--- src/hw/rtl/reb_pkg.sv ---
// ----------------------------------------------------------------------------
// reb_pkg
// Shared types, constants and rounding helper for the rotary embedding
// backward block.
// ----------------------------------------------------------------------------
`timescale 1ns / 1ps

package reb_pkg;

  localparam int MAX_POSITIONS = 1024;
  localparam int MAX_PAIRS     = 64;

  localparam int POS_W    = 10;
  localparam int PAIR_W   = 6;
  localparam int DATA_W   = 16;
  localparam int CFG_W    = 10;
  localparam int COUNT_W  = 7;
  localparam int ROW_W    = POS_W + 1;
  localparam int TAB_AW   = $clog2(MAX_POSITIONS) + $clog2(MAX_PAIRS);
  localparam int TAB_DEPTH = MAX_POSITIONS * MAX_PAIRS;
  localparam int PROD_W   = 2 * DATA_W;
  localparam int SUM_W    = PROD_W + 1;
  localparam int FRAC_W   = 14;
  localparam int Q_W      = SUM_W + 1 - FRAC_W;

  localparam logic [COUNT_W-1:0] ROTARY_PAIRS_RST = COUNT_W'(MAX_PAIRS);

  typedef enum logic {
    ACT_LOAD   = 1'b0,
    ACT_ROTATE = 1'b1
  } reb_action_e;

  typedef enum logic {
    REG_POSITION_OFFSET = 1'b0,
    REG_ROTARY_PAIRS    = 1'b1
  } reb_reg_e;

  // Per-item control that travels alongside the data.
  typedef struct packed {
    logic range_err;
    logic pass;
  } reb_ctrl_t;

  typedef struct packed {
    logic [DATA_W-1:0] value;
    logic              sat;
  } reb_rnd_t;

  // Round at bit 14 with halves toward +infinity, then clip to 16 bits.
  function automatic reb_rnd_t round_sat(input logic signed [SUM_W-1:0] v);
    logic signed [SUM_W:0] t;
    logic [Q_W-1:0]        q;
    reb_rnd_t              r;
    t = $signed({v[SUM_W-1], v}) + $signed((SUM_W+1)'(1 << (FRAC_W - 1)));
    q = t[SUM_W:FRAC_W];
    if ((q[Q_W-1:DATA_W-1] == '0) || (q[Q_W-1:DATA_W-1] == '1)) begin
      r.value = q[DATA_W-1:0];
      r.sat   = 1'b0;
    end else begin
      r.value = q[Q_W-1] ? {1'b1, {(DATA_W-1){1'b0}}} : {1'b0, {(DATA_W-1){1'b1}}};
      r.sat   = 1'b1;
    end
    return r;
  endfunction

endpackage

--- src/hw/rtl/reb_rotate_pipe.sv ---
// ----------------------------------------------------------------------------
// reb_rotate_pipe
// Three-stage rotation datapath: products, sums, then rounding with the
// pass-through and range-error selection into the output register.
// ----------------------------------------------------------------------------
`timescale 1ns / 1ps

module reb_rotate_pipe (
  input  logic                      clk_i,
  input  logic                      rst_ni,
  input  logic                      in_valid_i,
  output logic                      in_ready_o,
  input  logic [reb_pkg::DATA_W-1:0] in_x_i,
  input  logic [reb_pkg::DATA_W-1:0] in_y_i,
  input  logic [reb_pkg::DATA_W-1:0] in_cos_i,
  input  logic [reb_pkg::DATA_W-1:0] in_sin_i,
  input  reb_pkg::reb_ctrl_t         in_ctrl_i,
  output logic                      out_valid_o,
  input  logic                      out_ready_i,
  output logic [reb_pkg::DATA_W-1:0] out_first_o,
  output logic [reb_pkg::DATA_W-1:0] out_second_o,
  output logic                      saturated_o,
  output logic                      range_error_o
);
  import reb_pkg::*;

  logic rdy2, rdy3, rdy4;
  logic v2_q, v3_q, v4_q;

  // Stage 2: four products.
  logic signed [PROD_W-1:0] xc_q, ys_q, yc_q, xs_q;
  logic [DATA_W-1:0]        x2_q, y2_q;
  reb_ctrl_t                ctrl2_q;

  // Stage 3: the two sums.
  logic signed [SUM_W-1:0]  sum0_q, sum1_q;
  logic [DATA_W-1:0]        x3_q, y3_q;
  reb_ctrl_t                ctrl3_q;

  // Stage 4: output register.
  logic [DATA_W-1:0]        first_q, second_q;
  logic                     sat_q, err_q;

  reb_rnd_t                 rnd0, rnd1;
  logic [DATA_W-1:0]        first_d, second_d;
  logic                     sat_d;

  assign rdy4       = !v4_q || out_ready_i;
  assign rdy3       = !v3_q || rdy4;
  assign rdy2       = !v2_q || rdy3;
  assign in_ready_o = rdy2;

  always_ff @(posedge clk_i or negedge rst_ni) begin
    if (!rst_ni) begin
      v2_q <= 1'b0;
      v3_q <= 1'b0;
      v4_q <= 1'b0;
    end else begin
      if (rdy2) begin
        v2_q <= in_valid_i;
      end
      if (rdy3) begin
        v3_q <= v2_q;
      end
      if (rdy4) begin
        v4_q <= v3_q;
      end
    end
  end

  always_ff @(posedge clk_i) begin
    if (rdy2 && in_valid_i) begin
      xc_q    <= $signed(in_x_i) * $signed(in_cos_i);
      ys_q    <= $signed(in_y_i) * $signed(in_sin_i);
      yc_q    <= $signed(in_y_i) * $signed(in_cos_i);
      xs_q    <= $signed(in_x_i) * $signed(in_sin_i);
      x2_q    <= in_x_i;
      y2_q    <= in_y_i;
      ctrl2_q <= in_ctrl_i;
    end
  end

  always_ff @(posedge clk_i) begin
    if (rdy3 && v2_q) begin
      sum0_q  <= SUM_W'(xc_q) + SUM_W'(ys_q);
      sum1_q  <= SUM_W'(yc_q) - SUM_W'(xs_q);
      x3_q    <= x2_q;
      y3_q    <= y2_q;
      ctrl3_q <= ctrl2_q;
    end
  end

  always_comb begin
    rnd0 = round_sat(sum0_q);
    rnd1 = round_sat(sum1_q);
    priority if (ctrl3_q.range_err) begin
      first_d  = '0;
      second_d = '0;
      sat_d    = 1'b0;
    end else if (ctrl3_q.pass) begin
      first_d  = x3_q;
      second_d = y3_q;
      sat_d    = 1'b0;
    end else begin
      first_d  = rnd0.value;
      second_d = rnd1.value;
      sat_d    = rnd0.sat || rnd1.sat;
    end
  end

  always_ff @(posedge clk_i) begin
    if (rdy4 && v3_q) begin
      first_q  <= first_d;
      second_q <= second_d;
      sat_q    <= sat_d;
      err_q    <= ctrl3_q.range_err;
    end
  end

  assign out_valid_o   = v4_q;
  assign out_first_o   = first_q;
  assign out_second_o  = second_q;
  assign saturated_o   = sat_q;
  assign range_error_o = err_q;

endmodule

--- config.mk ---
export PLATFORM = sky130hd
export DESIGN_NAME = reb_rotate_pipe
export DESIGN_NICKNAME = d
export VERILOG_FILES = /design/src/hw/rtl/reb_pkg.sv /design/src/hw/rtl/reb_rotate_pipe.sv
export SDC_FILE = /design/constraint.sdc
export NUM_CORES = 2
export LEC_CHECK = 0
export BUFFER_PORTS_ARGS = -buffer_cell sky130_fd_sc_hd__buf_2
export CAP_MARGIN = 20
export CORE_MARGIN = 2
export CORE_UTILIZATION = 60
export DETAILED_ROUTE_END_ITERATION = 8
export GPL_ROUTABILITY_DRIVEN = 1
export PLACE_DENSITY = 0.8
export SYNTH_ARGS = -nofsm -noshare
export SYNTH_HDL_FRONTEND = slang
export SYNTH_SLANG_ARGS = --single-unit
--- constraint.sdc ---
create_clock -name clk_i -period 4.7 [get_ports clk_i]
set_clock_uncertainty 0.05 [all_clocks]
set_input_delay 0.94 -clock clk_i [delete_from_list [all_inputs] [get_ports clk_i]]
set_output_delay 0.94 -clock clk_i [all_outputs]
set_load 0.05 [all_outputs]
==> impl_results.rst <==
.. list-table::
   :header-rows: 1

   * - Metric
     - Value
   * - Number of routed nets with antenna violations
     - 0
   * - Cell-by-cell listing of the critical path
     - buf_8, clkbuf_16, and2_4, fa_1, inv_1, fa_2, fa_2, fa_1, inv_1, fa_1, inv_1, fa_1, inv_1, ha_4, a21o_1, a21o_1, a21o_1, a31oi_1, o211ai_1, o31a_1, a211o_1, a21oi_2, xnor2_1
   * - Final-stage net count
     - 7453
   * - Adder and majority gate portion of the synthesized area
     - 0.5054
   * - Worst path slowest cell
     - sky130_fd_sc_hd__fa_1
   * - TritonCTS Buffers
     - 31
   * - Count of different cell masters after synthesis
     - 82
   * - Slew at the pin closest to its max-slew limit
     - 1110 ps
   * - Count of hold-fix buffers inserted at cts
     - 0
   * - TritonCTS clock tree
     - yes
   * - Most common cell after layout, fill and taps aside
     - sky130_fd_sc_hd__inv_1
   * - Minimum period implied by the final worst setup slack
     - 6900 ps
   * - Gr ovfl total
     - 0
   * - Die Wd
     - 296.2 um
   * - RSZ-0062 raised after global routing
     - true
   * - Xor-xnor portion of the synthesized cell area
     - 0.03440
   * - DP Worst Slack
     - -2523 ps
   * - Count of vias placed by the detailed router
     - 42865
   * - Die area
     - 87710 um2
   * - Placeable Area
     - 84880 um2
   * - Final Routed Wirelength
     - 172.7 mm
   * - # setup viols final
     - 94
   * - Most area-hungry cell type in the Yosys netlist
     - sky130_fd_sc_hd__fa_1
   * - Cell Area, Placed
     - 58830 um2
   * - Maximum fanout encountered on the critical timing path
     - 9
   * - Total non-filler cell area in the finished layout
     - 64030 um2
   * - Max clock buf depth
     - 3
   * - Status
     - complete, but fails checks
   * - Number of global-route vias before repair
     - 43616
   * - Maximum number of pins on one net before global-route repair
     - 83
   * - Max incr delay on CP
     - 770 ps
   * - Main flop type after synthesis
     - sky130_fd_sc_hd__edfxtp_1
   * - Area overhead of the layout relative to synthesis
     - 25.03%
   * - Average cell area after synthesis
     - 9.915 um2
   * - DRC violations left
     - 0
   * - Crit end category
     - register
   * - Sequential area share after synthesis
     - 0.1598
   * - CP Launch Type
     - input port
   * - DIE HEIGHT
     - 296.2 um
   * - Initial Utilization
     - 0.6034
   * - Fraction of synthesized area in multiplexers
     - 0.0004153
   * - Initial DRC count
     - 5367
   * - Post-synth top area share
     - 0.4097
   * - Hold crit path type
     - in -> async
   * - Total I/O pin count
     - 106
   * - Area occupied by registers
     - 8183 um2
   * - Clk slew on worst S/H paths
     - 70 ps
   * - Routability congestion estimate from global placement
     - 0.9188
   * - Sinks on Clock Net
     - 273
   * - Critical path required time
     - 5040 ps
   * - Gate count after technology mapping
     - 5165
   * - Netlist area before placement
     - 51210 um2
   * - Final-layout setup total negative slack
     - -130170 ps
   * - Most frequent cells in the layout
     - sky130_fd_sc_hd__inv_1, sky130_fd_sc_hd__fa_1, sky130_fd_sc_hd__buf_4
   * - Yosys warnings
     - 0
   * - First-pass GRT wire length
     - 232.4 mm
   * - Dominant combinational cell family by area after synthesis
     - adder cells
   * - Flip-flop and latch count after synthesis
     - 273
   * - Proportion of layout cells with a drive suffix above 1
     - 0.2549
   * - Number of placed instances, taps included
     - 6868
   * - Pins over their slew limit
     - 0
   * - Largest cells by area after synthesis
     - sky130_fd_sc_hd__fa_1, sky130_fd_sc_hd__edfxtp_1, sky130_fd_sc_hd__ha_1, sky130_fd_sc_hd__inv_1, sky130_fd_sc_hd__and2_1
   * - Worst-skew pair later-pin latency
     - 630 ps
   * - Share of the cycle needed by the critical path after routing
     - 1.468
   * - Relative slew slack
     - 0.2587
   * - Type of the worst setup path
     - in -> reg
   * - Number of antenna violations at the first check in global routing
     - 18
   * - Critical Path AT
     - 7240 ps
   * - Area used by multi-input combinational logic
     - 40060 um2
   * - Mean routed wirelength per cell
     - 24.25 um
   * - Global-route usage over all layers
     - 0.3453
   * - Final hold vios
     - 0
   * - Dominant delay contributor by cell family on the critical path
     - adder cells
   * - Pre-Repair DR Iteration Count
     - 9
   * - EDFF count, synth
     - 270
   * - Failing checks
     - setup timing
   * - Net count after synthesis
     - 6675
   * - Filler cell count in the final layout
     - 4829
   * - Hpwl dp
     - 109.4 mm
   * - Simple-gate share of the synthesized area
     - 0.1392
   * - Maximum level of the CTS H-tree
     - 1
   * - Via count normalized by instance count
     - 6.020
   * - Async SR Flop Fraction
     - 0.01099
   * - Top achievable clock speed
     - 144.9 MHz
   * - Compound-Gate Fraction of Synth Area
     - 0.05707
   * - Buffer and inverter count on the worst path
     - 6
   * - Post-Layout Cell Count
     - 7121
   * - Cell row count
     - 107
   * - Max-capacitance violation count
     - 0
   * - Port Buf Inserts
     - 105
   * - Setup slack after layout
     - -2200 ps
   * - Cell at the root of the clock tree
     - sky130_fd_sc_hd__clkbuf_16
==> synthesized netlist by cell type (6+ instances only) <==
cell                       number
sky130_fd_sc_hd__o21bai_1      11
sky130_fd_sc_hd__a211oi_1      33
sky130_fd_sc_hd__ha_1         392
sky130_fd_sc_hd__and3_1        16
sky130_fd_sc_hd__o211ai_1       7
sky130_fd_sc_hd__a221o_1       16
sky130_fd_sc_hd__a21oi_1      120
sky130_fd_sc_hd__nor2b_1       31
sky130_fd_sc_hd__xor2_1        46
sky130_fd_sc_hd__nor3_1        39
sky130_fd_sc_hd__nand2_1      539
sky130_fd_sc_hd__nand4_1       23
sky130_fd_sc_hd__and2_1       500
sky130_fd_sc_hd__nand2b_1      41
sky130_fd_sc_hd__clkbuf_1     203
sky130_fd_sc_hd__nor2_1       135
sky130_fd_sc_hd__o21a_1        18
sky130_fd_sc_hd__or2_2          8
sky130_fd_sc_hd__and4_1         6
sky130_fd_sc_hd__o31ai_1        6
sky130_fd_sc_hd__nand3_1       39
sky130_fd_sc_hd__a31oi_1       17
sky130_fd_sc_hd__a21o_1        66
sky130_fd_sc_hd__edfxtp_1     270
sky130_fd_sc_hd__o21ai_0       73
sky130_fd_sc_hd__inv_1       1196
sky130_fd_sc_hd__a211o_1        7
sky130_fd_sc_hd__fa_1        1048
sky130_fd_sc_hd__xnor2_1      152
==> cells by family after synthesis <==
kind of cell,after synthesis
adder cells (fa/ha/maj),1440
AND/OR/NAND/NOR,1409
buffers and inverters,1408
AO/OA/AOI/OAI,434
flip-flops,273
XOR/XNOR,199
multiplexers,2
==> flip-flops by register name, indices dropped and copies added (netlist names), 2 cells and up <==
| register | flops |
|---|---|
| ctrl2_q | 2 |
| ctrl3_q | 2 |
| out_first_o | 16 |
| out_second_o | 16 |
| sum0_q | 20 |
| sum1_q | 20 |
| x2_q | 16 |
| x3_q | 16 |
| xc_q | 32 |
| xs_q | 32 |
| y2_q | 16 |
| y3_q | 16 |
| yc_q | 32 |
| ys_q | 32 |
==> worst register-to-register path, delay by kind of cell, from the launching register on <==
kind                      cells  cell delay (ps)
and+or+nand+nor               5             1360
DFF                           1              560
AOI/OAI and AO/OA             3             1460
xor gates and xnor gates      1              210
==> what timing repair did <==
item                                    CTS  global route
resized for setup                       395           278
pin swaps                               225           267
setup buffers                           111            83
gates cloned                              5             6
endpoints found under the setup margin   96            97
==> layout make-up <==
class                           count  area share
Multi-Input combinational cell   3484      0.6256
Timing Repair Buffer              956      0.1378
Sequential cell                   273      0.1278
Inverter                         1196     0.07029
Tap cell                         1144     0.02235
Clock buffer                       37     0.01247
Clock inverter                     17    0.003126
Antenna cell                       13   0.0005080
Timing Repair inverter              1  0.00007816
==> through the flow <==
step,utilization,hold slack [ps]
finish,0.7544,47.71
global route,0.7541,58.39
CTS,0.7339,61.66
detailed placement,0.6931,354.5
global placement,0.6931,352.2
floorplan,-,350.3
==> path summary, 6_finish.rpt <==
check	cells past startpoint	to	start	slack [ps]
setup / recovery	23	yc_q[28]	in_y_i[9]	-2200
hold / removal	1	v2_q	rst_ni	50
setup reg to reg	9	out_second_o[14]	sum1_q[15]	790
hold reg to reg	0	x3_q[11]	x2_q[11]	370
max in group asynchronous	1	v3_q	rst_ni	4440
min in group clk_i	0	x3_q[11]	x2_q[11]	370
==> routing by layer <==
layer	part of all wire	global-route usage	vias to the layer above
li1	-	-	17273
met1	0.32	0.4402	20934
met2	0.45	0.5505	3423
met3	0.14	0.06955	1211
met4	0.096	0.2035	24
met5	0.0018	0	-
Power is not shown: default switching activity piles up to over one toggle a cycle in this logic, so the estimate is an artifact.
